$ cat config.mk
export PLATFORM = sky130hd
export DESIGN_NAME = session_state_and_credit_tracker_core
export DESIGN_NICKNAME = d
export VERILOG_FILES = /design/src/sv/sstc_pkg.sv /design/src/sv/sstc_ram.sv /design/src/sv/sstc_ctrl.sv /design/src/sv/sstc_dpath.sv /design/src/sv/session_state_and_credit_tracker_core.sv
export SDC_FILE = /design/constraint.sdc
export NUM_CORES = 1
export LEC_CHECK = 0
export BUFFER_PORTS_ARGS = -buffer_cell sky130_fd_sc_hd__buf_2
export CAP_MARGIN = 20
export CORE_MARGIN = 1.5
export CORE_UTILIZATION = 42
export DETAILED_ROUTE_END_ITERATION = 16
export GPL_TIMING_DRIVEN = 0
export HOLD_SLACK_MARGIN = 0.03
export PLACE_DENSITY = 0.7
export SETUP_SLACK_MARGIN = 0.02
export SLEW_MARGIN = 25
export SYNTH_ARGS = -nofsm -noshare
export SYNTH_HDL_FRONTEND = slang
export SYNTH_SLANG_ARGS = --single-unit
$ cat constraint.sdc
create_clock -name clk_i -period 5.72 [get_ports clk_i]
set_clock_uncertainty 0.15 [all_clocks]
set_input_delay 0.286 -clock clk_i [delete_from_list [all_inputs] [get_ports clk_i]]
set_output_delay 0.286 -clock clk_i [all_outputs]
set_load 0.02 [all_outputs]
$ cat src/sv/sstc_pkg.sv
// shared types and constants for the session state and credit tracker
`default_nettype none

package sstc_pkg;

  localparam int unsigned BufferSlotsDefault = 8;
  localparam int unsigned FuncW = 4;
  localparam int unsigned IdentW = 62;
  localparam int unsigned LimitW = 62;
  localparam int unsigned LenW = 32;
  localparam int unsigned PhaseW = 2;
  localparam int unsigned InDataW = 160;
  localparam int unsigned InUserW = 8;
  localparam int unsigned OutDataW = 8;
  localparam logic [LimitW-1:0] CountMax = {LimitW{1'b1}};

  typedef enum logic [FuncW-1:0] {
    FN_ESTABLISH = 4'd0,
    FN_DRAIN = 4'd1,
    FN_CLOSE = 4'd2,
    FN_OFFER = 4'd3,
    FN_STREAM_LIMIT = 4'd4,
    FN_OPEN_QUERY = 4'd5,
    FN_NOTE_OPENED = 4'd6,
    FN_DATA_LIMIT = 4'd7,
    FN_SEND_QUERY = 4'd8,
    FN_NOTE_SENT = 4'd9
  } func_e;

  typedef enum logic [PhaseW-1:0] {
    PH_UNEST = 2'd0,
    PH_EST = 2'd1,
    PH_DRAIN = 2'd2,
    PH_CLOSED = 2'd3
  } phase_e;

  typedef struct packed {
    logic step;
  } ctl_cmd_t;

endpackage

`default_nettype wire

$ cat src/sv/sstc_ram.sv
// generic single write port ram with registered read
`default_nettype none

module sstc_ram #(
  parameter int unsigned Width = 8,
  parameter int unsigned Depth = 8
) (
  input  wire logic                                 clk_i,
  input  wire logic                                 we_i,
  input  wire logic [(Depth > 1 ? $clog2(Depth) : 1)-1:0] waddr_i,
  input  wire logic [Width-1:0]                     wdata_i,
  input  wire logic [(Depth > 1 ? $clog2(Depth) : 1)-1:0] raddr_i,
  output logic      [Width-1:0]                     rdata_o
);

  logic [Width-1:0] mem_q [Depth];

  always_ff @(posedge clk_i) begin
    if (we_i) begin
      mem_q[waddr_i] <= wdata_i;
    end
    rdata_o <= mem_q[raddr_i];
  end

endmodule

`default_nettype wire

$ cat src/sv/sstc_ctrl.sv
// handshake controller: input acceptance and result register occupancy
`default_nettype none

module sstc_ctrl (
  input  wire logic clk_i,
  input  wire logic rst_ni,
  input  wire logic in_valid_i,
  output logic      in_ready_o,
  output logic      out_valid_o,
  input  wire logic out_ready_i,
  output sstc_pkg::ctl_cmd_t cmd_o
);

  typedef enum logic [1:0] {
    ST_EMPTY = 2'b01,
    ST_FULL  = 2'b10
  } state_e;

  state_e state_q, state_d;

  assign out_valid_o = (state_q == ST_FULL);
  assign in_ready_o  = (state_q == ST_EMPTY) || out_ready_i;
  assign cmd_o.step  = in_valid_i && in_ready_o;

  always_comb begin
    state_d = state_q;
    unique case (state_q)
      ST_EMPTY: begin
        if (cmd_o.step) state_d = ST_FULL;
      end
      ST_FULL: begin
        if (cmd_o.step) state_d = ST_FULL;
        else if (out_ready_i) state_d = ST_EMPTY;
      end
      default: state_d = ST_EMPTY;
    endcase
  end

  always_ff @(posedge clk_i or negedge rst_ni) begin
    if (!rst_ni) begin
      state_q <= ST_EMPTY;
    end else begin
      state_q <= state_d;
    end
  end

endmodule

`default_nettype wire

$ cat src/sv/sstc_dpath.sv
// session phase, stream slots, limits and counters
`default_nettype none

module sstc_dpath #(
  parameter int unsigned BUFFER_SLOTS = sstc_pkg::BufferSlotsDefault
) (
  input  wire logic clk_i,
  input  wire logic rst_ni,
  input  wire sstc_pkg::ctl_cmd_t cmd_i,
  input  wire logic [sstc_pkg::FuncW-1:0]  func_i,
  input  wire logic                        bidi_i,
  input  wire logic [sstc_pkg::IdentW-1:0] stream_ident_i,
  input  wire logic [sstc_pkg::LimitW-1:0] new_limit_i,
  input  wire logic [sstc_pkg::LenW-1:0]   length_i,
  output logic                             ok_o,
  output logic [sstc_pkg::PhaseW-1:0]      session_state_o
);

  localparam int unsigned SlotW = (BUFFER_SLOTS > 1) ? $clog2(BUFFER_SLOTS) : 1;
  localparam int unsigned LimitW = sstc_pkg::LimitW;

  sstc_pkg::phase_e phase_q, phase_d;
  logic [BUFFER_SLOTS-1:0] slot_used_q, slot_used_d;
  logic [LimitW-1:0] bidi_limit_q, bidi_limit_d, uni_limit_q, uni_limit_d;
  logic [LimitW-1:0] bidi_opened_q, bidi_opened_d, uni_opened_q, uni_opened_d;
  logic [LimitW-1:0] data_limit_q, data_limit_d, data_sent_q, data_sent_d;
  logic ok_q, ok_d;
  logic [sstc_pkg::PhaseW-1:0] res_phase_q;

  logic [SlotW-1:0] free_idx;
  logic free_found;
  logic slot_we;
  logic [sstc_pkg::IdentW-1:0] slot_rdata;
  logic [LimitW-1:0] sel_limit, sel_opened;
  logic [LimitW:0] sent_sum;

  always_comb begin
    free_idx = '0;
    free_found = 1'b0;
    for (int i = BUFFER_SLOTS - 1; i >= 0; i--) begin
      if (!slot_used_q[i]) begin
        free_idx = SlotW'(i);
        free_found = 1'b1;
      end
    end
  end

  assign sel_limit  = bidi_i ? bidi_limit_q : uni_limit_q;
  assign sel_opened = bidi_i ? bidi_opened_q : uni_opened_q;
  assign sent_sum   = {1'b0, data_sent_q} + (LimitW + 1)'(length_i);

  always_comb begin
    phase_d = phase_q;
    slot_used_d = slot_used_q;
    bidi_limit_d = bidi_limit_q;
    uni_limit_d = uni_limit_q;
    bidi_opened_d = bidi_opened_q;
    uni_opened_d = uni_opened_q;
    data_limit_d = data_limit_q;
    data_sent_d = data_sent_q;
    slot_we = 1'b0;
    ok_d = 1'b0;
    unique case (func_i)
      sstc_pkg::FN_ESTABLISH: begin
        if (phase_q == sstc_pkg::PH_UNEST) begin
          phase_d = sstc_pkg::PH_EST;
          ok_d = 1'b1;
        end
      end
      sstc_pkg::FN_DRAIN: begin
        if (phase_q == sstc_pkg::PH_EST) begin
          phase_d = sstc_pkg::PH_DRAIN;
          ok_d = 1'b1;
        end
      end
      sstc_pkg::FN_CLOSE: begin
        if (phase_q != sstc_pkg::PH_CLOSED) begin
          phase_d = sstc_pkg::PH_CLOSED;
          ok_d = 1'b1;
        end
      end
      sstc_pkg::FN_OFFER: begin
        if (phase_q != sstc_pkg::PH_UNEST) begin
          ok_d = 1'b1;
        end else if (free_found) begin
          slot_used_d[free_idx] = 1'b1;
          slot_we = 1'b1;
          ok_d = 1'b1;
        end
      end
      sstc_pkg::FN_STREAM_LIMIT: begin
        if (new_limit_i >= sel_limit) begin
          ok_d = 1'b1;
          if (bidi_i) bidi_limit_d = new_limit_i;
          else uni_limit_d = new_limit_i;
        end
      end
      sstc_pkg::FN_OPEN_QUERY: begin
        ok_d = (sel_limit == '0) || (sel_opened < sel_limit);
      end
      sstc_pkg::FN_NOTE_OPENED: begin
        ok_d = 1'b1;
        if (bidi_i) begin
          if (bidi_opened_q != sstc_pkg::CountMax) bidi_opened_d = bidi_opened_q + 1'b1;
        end else begin
          if (uni_opened_q != sstc_pkg::CountMax) uni_opened_d = uni_opened_q + 1'b1;
        end
      end
      sstc_pkg::FN_DATA_LIMIT: begin
        if (new_limit_i >= data_limit_q) begin
          data_limit_d = new_limit_i;
          ok_d = 1'b1;
        end
      end
      sstc_pkg::FN_SEND_QUERY: begin
        ok_d = (data_limit_q == '0) || (sent_sum <= {1'b0, data_limit_q});
      end
      sstc_pkg::FN_NOTE_SENT: begin
        ok_d = 1'b1;
        data_sent_d = sent_sum[LimitW] ? sstc_pkg::CountMax : sent_sum[LimitW-1:0];
      end
      default: ok_d = 1'b0;
    endcase
  end

  // buffered stream ids
  sstc_ram #(
    .Width(sstc_pkg::IdentW),
    .Depth(BUFFER_SLOTS)
  ) u_slot_ram (
    .clk_i  (clk_i),
    .we_i   (cmd_i.step && slot_we),
    .waddr_i(free_idx),
    .wdata_i(stream_ident_i),
    .raddr_i(free_idx),
    .rdata_o(slot_rdata)
  );

  always_ff @(posedge clk_i or negedge rst_ni) begin
    if (!rst_ni) begin
      phase_q <= sstc_pkg::PH_UNEST;
      slot_used_q <= '0;
      bidi_limit_q <= '0;
      uni_limit_q <= '0;
      bidi_opened_q <= '0;
      uni_opened_q <= '0;
      data_limit_q <= '0;
      data_sent_q <= '0;
    end else if (cmd_i.step) begin
      phase_q <= phase_d;
      slot_used_q <= slot_used_d;
      bidi_limit_q <= bidi_limit_d;
      uni_limit_q <= uni_limit_d;
      bidi_opened_q <= bidi_opened_d;
      uni_opened_q <= uni_opened_d;
      data_limit_q <= data_limit_d;
      data_sent_q <= data_sent_d;
    end
  end

  always_ff @(posedge clk_i) begin
    if (cmd_i.step) begin
      ok_q <= ok_d;
      res_phase_q <= phase_d;
    end
  end

  assign ok_o = ok_q;
  assign session_state_o = res_phase_q;

endmodule

`default_nettype wire

$ cat src/sv/session_state_and_credit_tracker_core.sv
// top level of the session state and credit tracker
// a result is valid in the cycle after its input transfer
// throughput: one item per cycle while the result side keeps taking transfers
// every event is a compare, an add or a first-free pick over the slot bits
// reset clears phase, slot bits, limits and counters at once; the id ram is not cleared
`default_nettype none

module session_state_and_credit_tracker_core #(
  parameter int unsigned BUFFER_SLOTS = sstc_pkg::BufferSlotsDefault
) (
  input  wire logic clk_i,
  input  wire logic rst_ni,
  input  wire logic s_axis_tvalid,
  output logic      s_axis_tready,
  // stream_ident [61:0], new_limit [123:62], length [155:124], zero fill
  input  wire logic [sstc_pkg::InDataW-1:0] s_axis_tdata,
  // func [3:0], bidi [4], zero fill
  input  wire logic [sstc_pkg::InUserW-1:0] s_axis_tuser,
  output logic      m_axis_tvalid,
  input  wire logic m_axis_tready,
  // ok [0], session_state [2:1], zero fill
  output logic [sstc_pkg::OutDataW-1:0] m_axis_tdata
);

  sstc_pkg::ctl_cmd_t cmd;
  logic ok;
  logic [sstc_pkg::PhaseW-1:0] session_state;

  sstc_ctrl u_ctrl (
    .clk_i      (clk_i),
    .rst_ni     (rst_ni),
    .in_valid_i (s_axis_tvalid),
    .in_ready_o (s_axis_tready),
    .out_valid_o(m_axis_tvalid),
    .out_ready_i(m_axis_tready),
    .cmd_o      (cmd)
  );

  sstc_dpath #(
    .BUFFER_SLOTS(BUFFER_SLOTS)
  ) u_dpath (
    .clk_i          (clk_i),
    .rst_ni         (rst_ni),
    .cmd_i          (cmd),
    .func_i         (s_axis_tuser[3:0]),
    .bidi_i         (s_axis_tuser[4]),
    .stream_ident_i (s_axis_tdata[61:0]),
    .new_limit_i    (s_axis_tdata[123:62]),
    .length_i       (s_axis_tdata[155:124]),
    .ok_o           (ok),
    .session_state_o(session_state)
  );

  assign m_axis_tdata = {5'b0, session_state, ok};

endmodule

`default_nettype wire

### Word level (Yosys, flattened, before mapping)

Index checks and enable logic that the tools add are counted.

* bits in latches: 0
* memories: 0
* bits in read-only memories: 0
* bits in registers: 387
* output and inout bits: 10
* bits in writable memories: 0
* input bits: 172

* muxes and demuxes: 37
* order comparisons: 6
* div/mod/pow operators: 0
* add/subtract/negate cells: 3
* equal/unequal tests: 17
* bitwise operators: 3
* reduce and logical (&&, ||, !) cells: 19
* shift-type cells: 0
* $mul: 0

Operators with widths (number)
* two-way mux 62 bit: 3
* adder 62 x 1 -> 62 bit, second input constant: 2
* >= comparator 62 bit: 2
* zero test 62 bit: 2
* inequality test 62 bit, second input constant: 2
* adder 62 x 32 -> 63 bit: 1
* less-or-equal comparator 63 x 62 -> 1 bit: 1
* < comparator 62 bit: 1
* two-way mux 3 bit: 8
* AND reduction 4 bit: 5
* == test 4 x 3 -> 1 bit, second input constant: 4
* two-way mux 1 bit: 16
* two-way mux 2 bit: 6
* one-hot mux 1 bit (9 select lines): 1
* == test 4 x 2 -> 1 bit, second input constant: 2
* == test 4 bit, second input constant: 2
* OR 8 bit: 1
* one-hot mux 2 bit (3 select lines): 1
* == test 2 x 1 -> 1 bit, second input constant: 2
* == test 4 x 1 -> 1 bit, second input constant: 1
* zero test 4 bit: 1
* < comparator 3 x 4 -> 1 bit, second input constant: 1
* inequality test 2 bit, second input constant: 2
* one-hot mux 2 bit (2 select lines): 1
* other kinds (12): 17

### Logic depth before layout (Yosys ltp)

* word-level depth: 13
* gate-level depth with buffers: 22
* gate-level depth less buffers: 22

### Modules after synthesis

A second synthesis with hierarchy kept.

* cell total of the unflattened synthesis: 2464
* area, all modules: 25771.0 µm²

By module, submodules not included
* sstc_dpath: area an instance 25580.8 µm², cells an instance 2441, instances 1, sequential area each 9649.3 µm²
* sstc_ctrl: area an instance 141.4 µm², cells an instance 16, instances 1, sequential area each 51.3 µm²
* session_state_and_credit_tracker_core: area an instance 48.8 µm², cells an instance 7, instances 1, sequential area each 0.0 µm²

### Worst setup path before layout

No wires, ideal clock.

* path kind: reg2reg
* from: register u_dpath.data_sent_q[0]
* to: register u_dpath.ok_q, in the netlist u_dpath.ok_o (data pin)
* clock period less this slack: 4.768 ns
* path slack: 0.952 ns
* required time: 5.304 ns
* path buffers: 1
* data arrival time: 4.352 ns
* cell stages (with the launch flop): 23
* cells stage by stage: dfrtp_1 ha_1 inv_1 fa_1 or2b_1 a21oi_2 o211ai_2 a311oi_2 a41oi_2 nor4_1 buf_2 nand3_1 xnor2_1 ha_1 nand4_1 or2_2 nor2_1 nand3_1 nor3_1 a221oi_1 a22oi_1 nand4b_1 o211ai_1

* cells in the longest elaborated chain, start to end: 4

RTL lines
* start: declaration: line sstc_dpath.sv:26 `logic [LimitW-1:0] data_limit_q, data_limit_d, data_sent_q, data_sent_d;`
* start signal: assignment: line sstc_dpath.sv:157 `data_sent_q <= data_sent_d;`
* adder 62 x 32 -> 63 bit: line sstc_dpath.sv:50 `assign sent_sum = {1'b0, data_sent_q} + (LimitW + 1)'(length_i);`
* less-or-equal comparator 63 x 62 -> 1 bit: line sstc_dpath.sv:116 `ok_d = (data_limit_q == '0) || (sent_sum <= {1'b0, data_limit_q});`
* logical OR 1 bit: line sstc_dpath.sv:116
* one-hot mux 1 bit (9 select lines): line sstc_dpath.sv:63 `unique case (func_i)`
* net u_dpath.ok_d: line sstc_dpath.sv:27 `logic ok_q, ok_d;`
* end signal: assignment: line sstc_dpath.sv:163 `ok_q <= ok_d;`
* end: declaration: line sstc_dpath.sv:27

The timed path passes the listed nets, and every way through them passes these cells.
A chain may end at the register's enable or synchronous reset.

### Worst setup path after layout

Same ends and word-level chain as after synthesis.

==> results by group <==
Status
  • Status: finished, final reports clean

STA
  • FMAX: 0.181 GHz
  • Max-Slew Margin vs Limit: 25.7%
  • Fin crit share: 96.9%
  • RSZ-0062 raised after global routing: false
  • Fin. Hold Viols: 0
  • Final setup fails: 0
  • Worst Max-Slew Pin Slew: 1.11 ns
  • Hold Slack: 0.0844 ns
  • Fin. max-slew vios: 0
  • Final Critical Period: 5.54 ns

Pwr
  • Peak supply drop: 0.326 mV
  • P per Cell Area: 364 mW/mm^2
  • PnR Total Power: 0.0107 W
  • Reg power frac: 33.4%
  • Clk pwr share: 28.3%
  • Sw frac: 36.8%
  • P_leak: 13.9 nW
  • Power share of the combinational group: 38.3%
  • Sw power: 0.00392 W
  • Internal Pwr Total: 0.00674 W

Synth
  • Largest area contributor in the netlist: dfrtp_1
  • YS warnings: 0
  • Synth unique cells: 79
  • Post-synth EDFFs: 3
  • Cell Area, Synth: 0.0254 mm^2
  • Post-synth top area share: 37.8%
  • Avg Cell Area, Syn: 10.3 um^2
  • Top post-synthesis cells by area: dfrtp_1 38%, ha_1 14%, mux2_2 11%
  • Synthesized flop and latch total: 387
  • Ys async rst share: 99.2%
  • Register area share after synthesis: 38.2%
  • Synthesized instance count: 2,471
  • Main synth FF type: dfrtp_1

Global routing
  • Gr usage total: 23.4%
  • Largest net degree at the start of global routing: 93
  • Total grt overflow: 0
  • Initial antenna violation count: 3
  • Global-route wire length before repair: 115,000 um
  • Vias in the first global route: 20,900

Placed design
  • Post-DP HPWL: 57,000 um
  • Post-Place Cells: 3,357
  • GPL Wtd Cong: 0.935
  • Buffers on Ports: 105

Min path
  • Hold Crit Class: input port to register

Cells and area
  • Layout cell share with drive strength beyond 1: 18.7%
  • Register area: 0.00970 mm^2
  • Filler cells: 5,326
  • Layout Utilization: 49.4%
  • Layout Cells excl Fill: 3,507
  • Multi-input gate area: 0.0150 mm^2
  • Area delta synth->final: 15.6%
  • Net count, final: 3,157

Clock tree
  • CTS Sinks: 387
  • Worst skew pair latency: 0.60 ns
  • CTS Root Cell: clkbuf_16
  • CTS tree: yes
  • Clock Tree Buf Depth: 3
  • Total CTS buffers: 45
  • Max H-tree Level: 2
  • Clock Pin Slew Worst Setup and Hold Paths: 0.06 ns

Floorplan
  • Die X: 249 um
  • Die Footprint: 0.0619 mm^2
  • Number of cell rows: 89
  • Die height: 249 um
  • I/O Pins: 182
  • Core area: 0.0594 mm^2
  • Initial Utilization: 42.8%

Setup path
  • CP Capture Type: register
  • Worst Path Required: 5.87 ns
  • CP Buf/Inv Count: 2
  • Most common cell on crit path: ha_1
  • Crit path max fanout: 10
  • WP data arrival: 5.69 ns
  • Slowest cell delay on critical path: 0.41 ns
  • Critical path's top delay family: compound AO/OA/AOI/OAI gates
  • Crit-path cells: ha_1, inv_1, fa_1, or2b_1, a21oi_2, o211ai_2, a311oi_4, a41oi_4, nor4_4, buf_4, nand3_1, xnor2_1, ha_1, nand4_1, or2_2, nor2_2, o21ai_0, a31oi_1, o41ai_1, a22oi_1, nand4b_1, o211ai_1
  • WS Path Type: register to register
  • Slowest CP cell: fa_1
  • Worst Setup Start Kind: register

Routing
  • Drt via density: 5.80
  • Avg WL per Cell: 20.9 um
  • Final wirelength: 73,100 um
  • First-pass DRT Iterations: 7
  • # DRC: 0
  • Antenna-violating nets left: 0
  • Via count: 20,300
  • Initial DRC Count: 1,310

Run
  • Maxcap violations: 0
==> logic make-up after synthesis <==
logic type / share of synthesized area [%]
DFF: 38.2
buffers and inverters: 2.92
other: 0.0148
muxes: 13.7
and+or+nand+nor: 14.9
AOI/OAI and AO/OA: 9.93
adders and majority gates: 14.0
xor gates and xnor gates: 6.25
==> tightest hold or removal path, delay by kind of cell <==
kind            cells  cell delay (ns)
compound gates      2             0.18
simple gates        3             0.17
buf+inv             1             0.14
==> layout make-up <==
cell class              count  share of cell area [%]
flip-flops and latches    387                    33.1
clock inverters            17                   0.900
multi-input cells        1914                    51.2
clock buffers              61                    4.28
plain buffers              80                    1.38
repair buffers            180                    4.61
inverters                  93                    1.19
diodes                      2                  0.0171
well taps                 773                    3.30
==> path summary, 6_finish.rpt <==
kind,from,endpoint,slack (ns),cells past startpoint
worst max-delay path,u_dpath.data_sent_q[0],u_dpath.ok_o,0.18,22
worst min-delay path,s_axis_tuser[2],u_dpath.phase_q[0],0.08,6
worst max register to register,u_dpath.data_sent_q[0],u_dpath.ok_o,0.18,22
worst min register to register,u_dpath.data_sent_q[11],u_dpath.data_sent_q[11],0.32,2
max in group asynchronous,rst_ni,u_dpath.bidi_limit_q[57],4.08,4
min in group asynchronous,rst_ni,u_dpath.uni_opened_q[10],0.09,2
==> power groups by stage <==
stage          clock (W)  combinational, W  sequential (W)
2_1_floorplan          0           0.00285         0.00348
3_3_place_gp           0           0.00374         0.00357
3_5_place_dp           0           0.00394         0.00359
4_1_cts          0.00306           0.00404         0.00355
5_1_grt          0.00318           0.00457         0.00361
6_report         0.00302           0.00409         0.00356
==> cells in the final DEF, fill, tap and decap left out, drive strengths merged, types with 95 or more instances in the layout <==
cell      n
dfrtp   383
ha      283
mux2    252
nand2   184
buf     156
a21oi   126
nor2    125
xnor2   120
nand4    98
clkbuf   95
==> registers in the layout (all words and copies together) (netlist names) <==
name	cells
u_dpath.bidi_limit_q	62
u_dpath.bidi_opened_q	62
u_dpath.data_limit_q	62
u_dpath.data_sent_q	62
u_dpath.uni_limit_q	62
u_dpath.uni_opened_q	62
u_dpath.slot_used_q	8
u_ctrl.state_q	2
u_dpath.phase_q	2
u_dpath.session_state_o	2
u_dpath.ok_o	1
==> metrics by stage <==
step	cell area [um^2]	setup WS, ns	setup TNS [ns]
6_report	29300	0.180	0
5_1_grt	29300	0.0230	0
3_3_place_gp	26900	-3.28	-1344.01
3_5_place_dp	27000	-0.997	-113.36
2_1_floorplan	25400	0.952	0
4_1_cts	29300	0.0504	0
==> routing by layer <==
metal	routed length (um)	vias up	GRT usage, %
met5	16	-	0
met4	3810	2	11.8
met3	2840	162	2.97
met2	35000	494	40.1
met1	31400	10100	29.1
li1	-	9550	-
==> what timing repair did <==
| action | CTS | global route |
|---|---|---|
| setup endpoints to repair | 125 | 121 |
| hold endpoints to repair | 501 | 0 |
| gates cloned | 0 | 0 |
| resized for setup | 14 | 7 |
| pin swaps | 1 | 3 |
| buffers inserted | 0 | 2 |
| hold buffers | 69 | 0 |
==> synth_stat cells, drive strengths merged, types with 4 or more instances <==
| master | count |
|---|---|
| a21oi | 126 |
| o21a | 13 |
| o211ai | 21 |
| mux2i | 64 |
| and2 | 17 |
| xnor2 | 120 |
| buf | 47 |
| a2111oi | 7 |
| ha | 283 |
| nand4 | 98 |
| or3 | 4 |
| o21bai | 4 |
| clkbuf | 34 |
| o31ai | 5 |
| nor2b | 18 |
| nor4 | 41 |
| a311oi | 4 |
| and3 | 45 |
| nand2 | 184 |
| and4 | 22 |
| a21o | 34 |
| or2 | 7 |
| o21ai | 87 |
| inv | 93 |
| nor2 | 125 |
| dfrtp | 383 |
| o41ai | 6 |
| nor3 | 43 |
| nand3b | 5 |
| nand2b | 12 |
| a31oi | 32 |
| a211oi | 15 |
| nand3 | 92 |
| a221oi | 6 |
| xor2 | 61 |
| o22a | 12 |
| a31o | 4 |
| mux2 | 252 |
No activity file was read; power rests on OpenSTA's default activity.
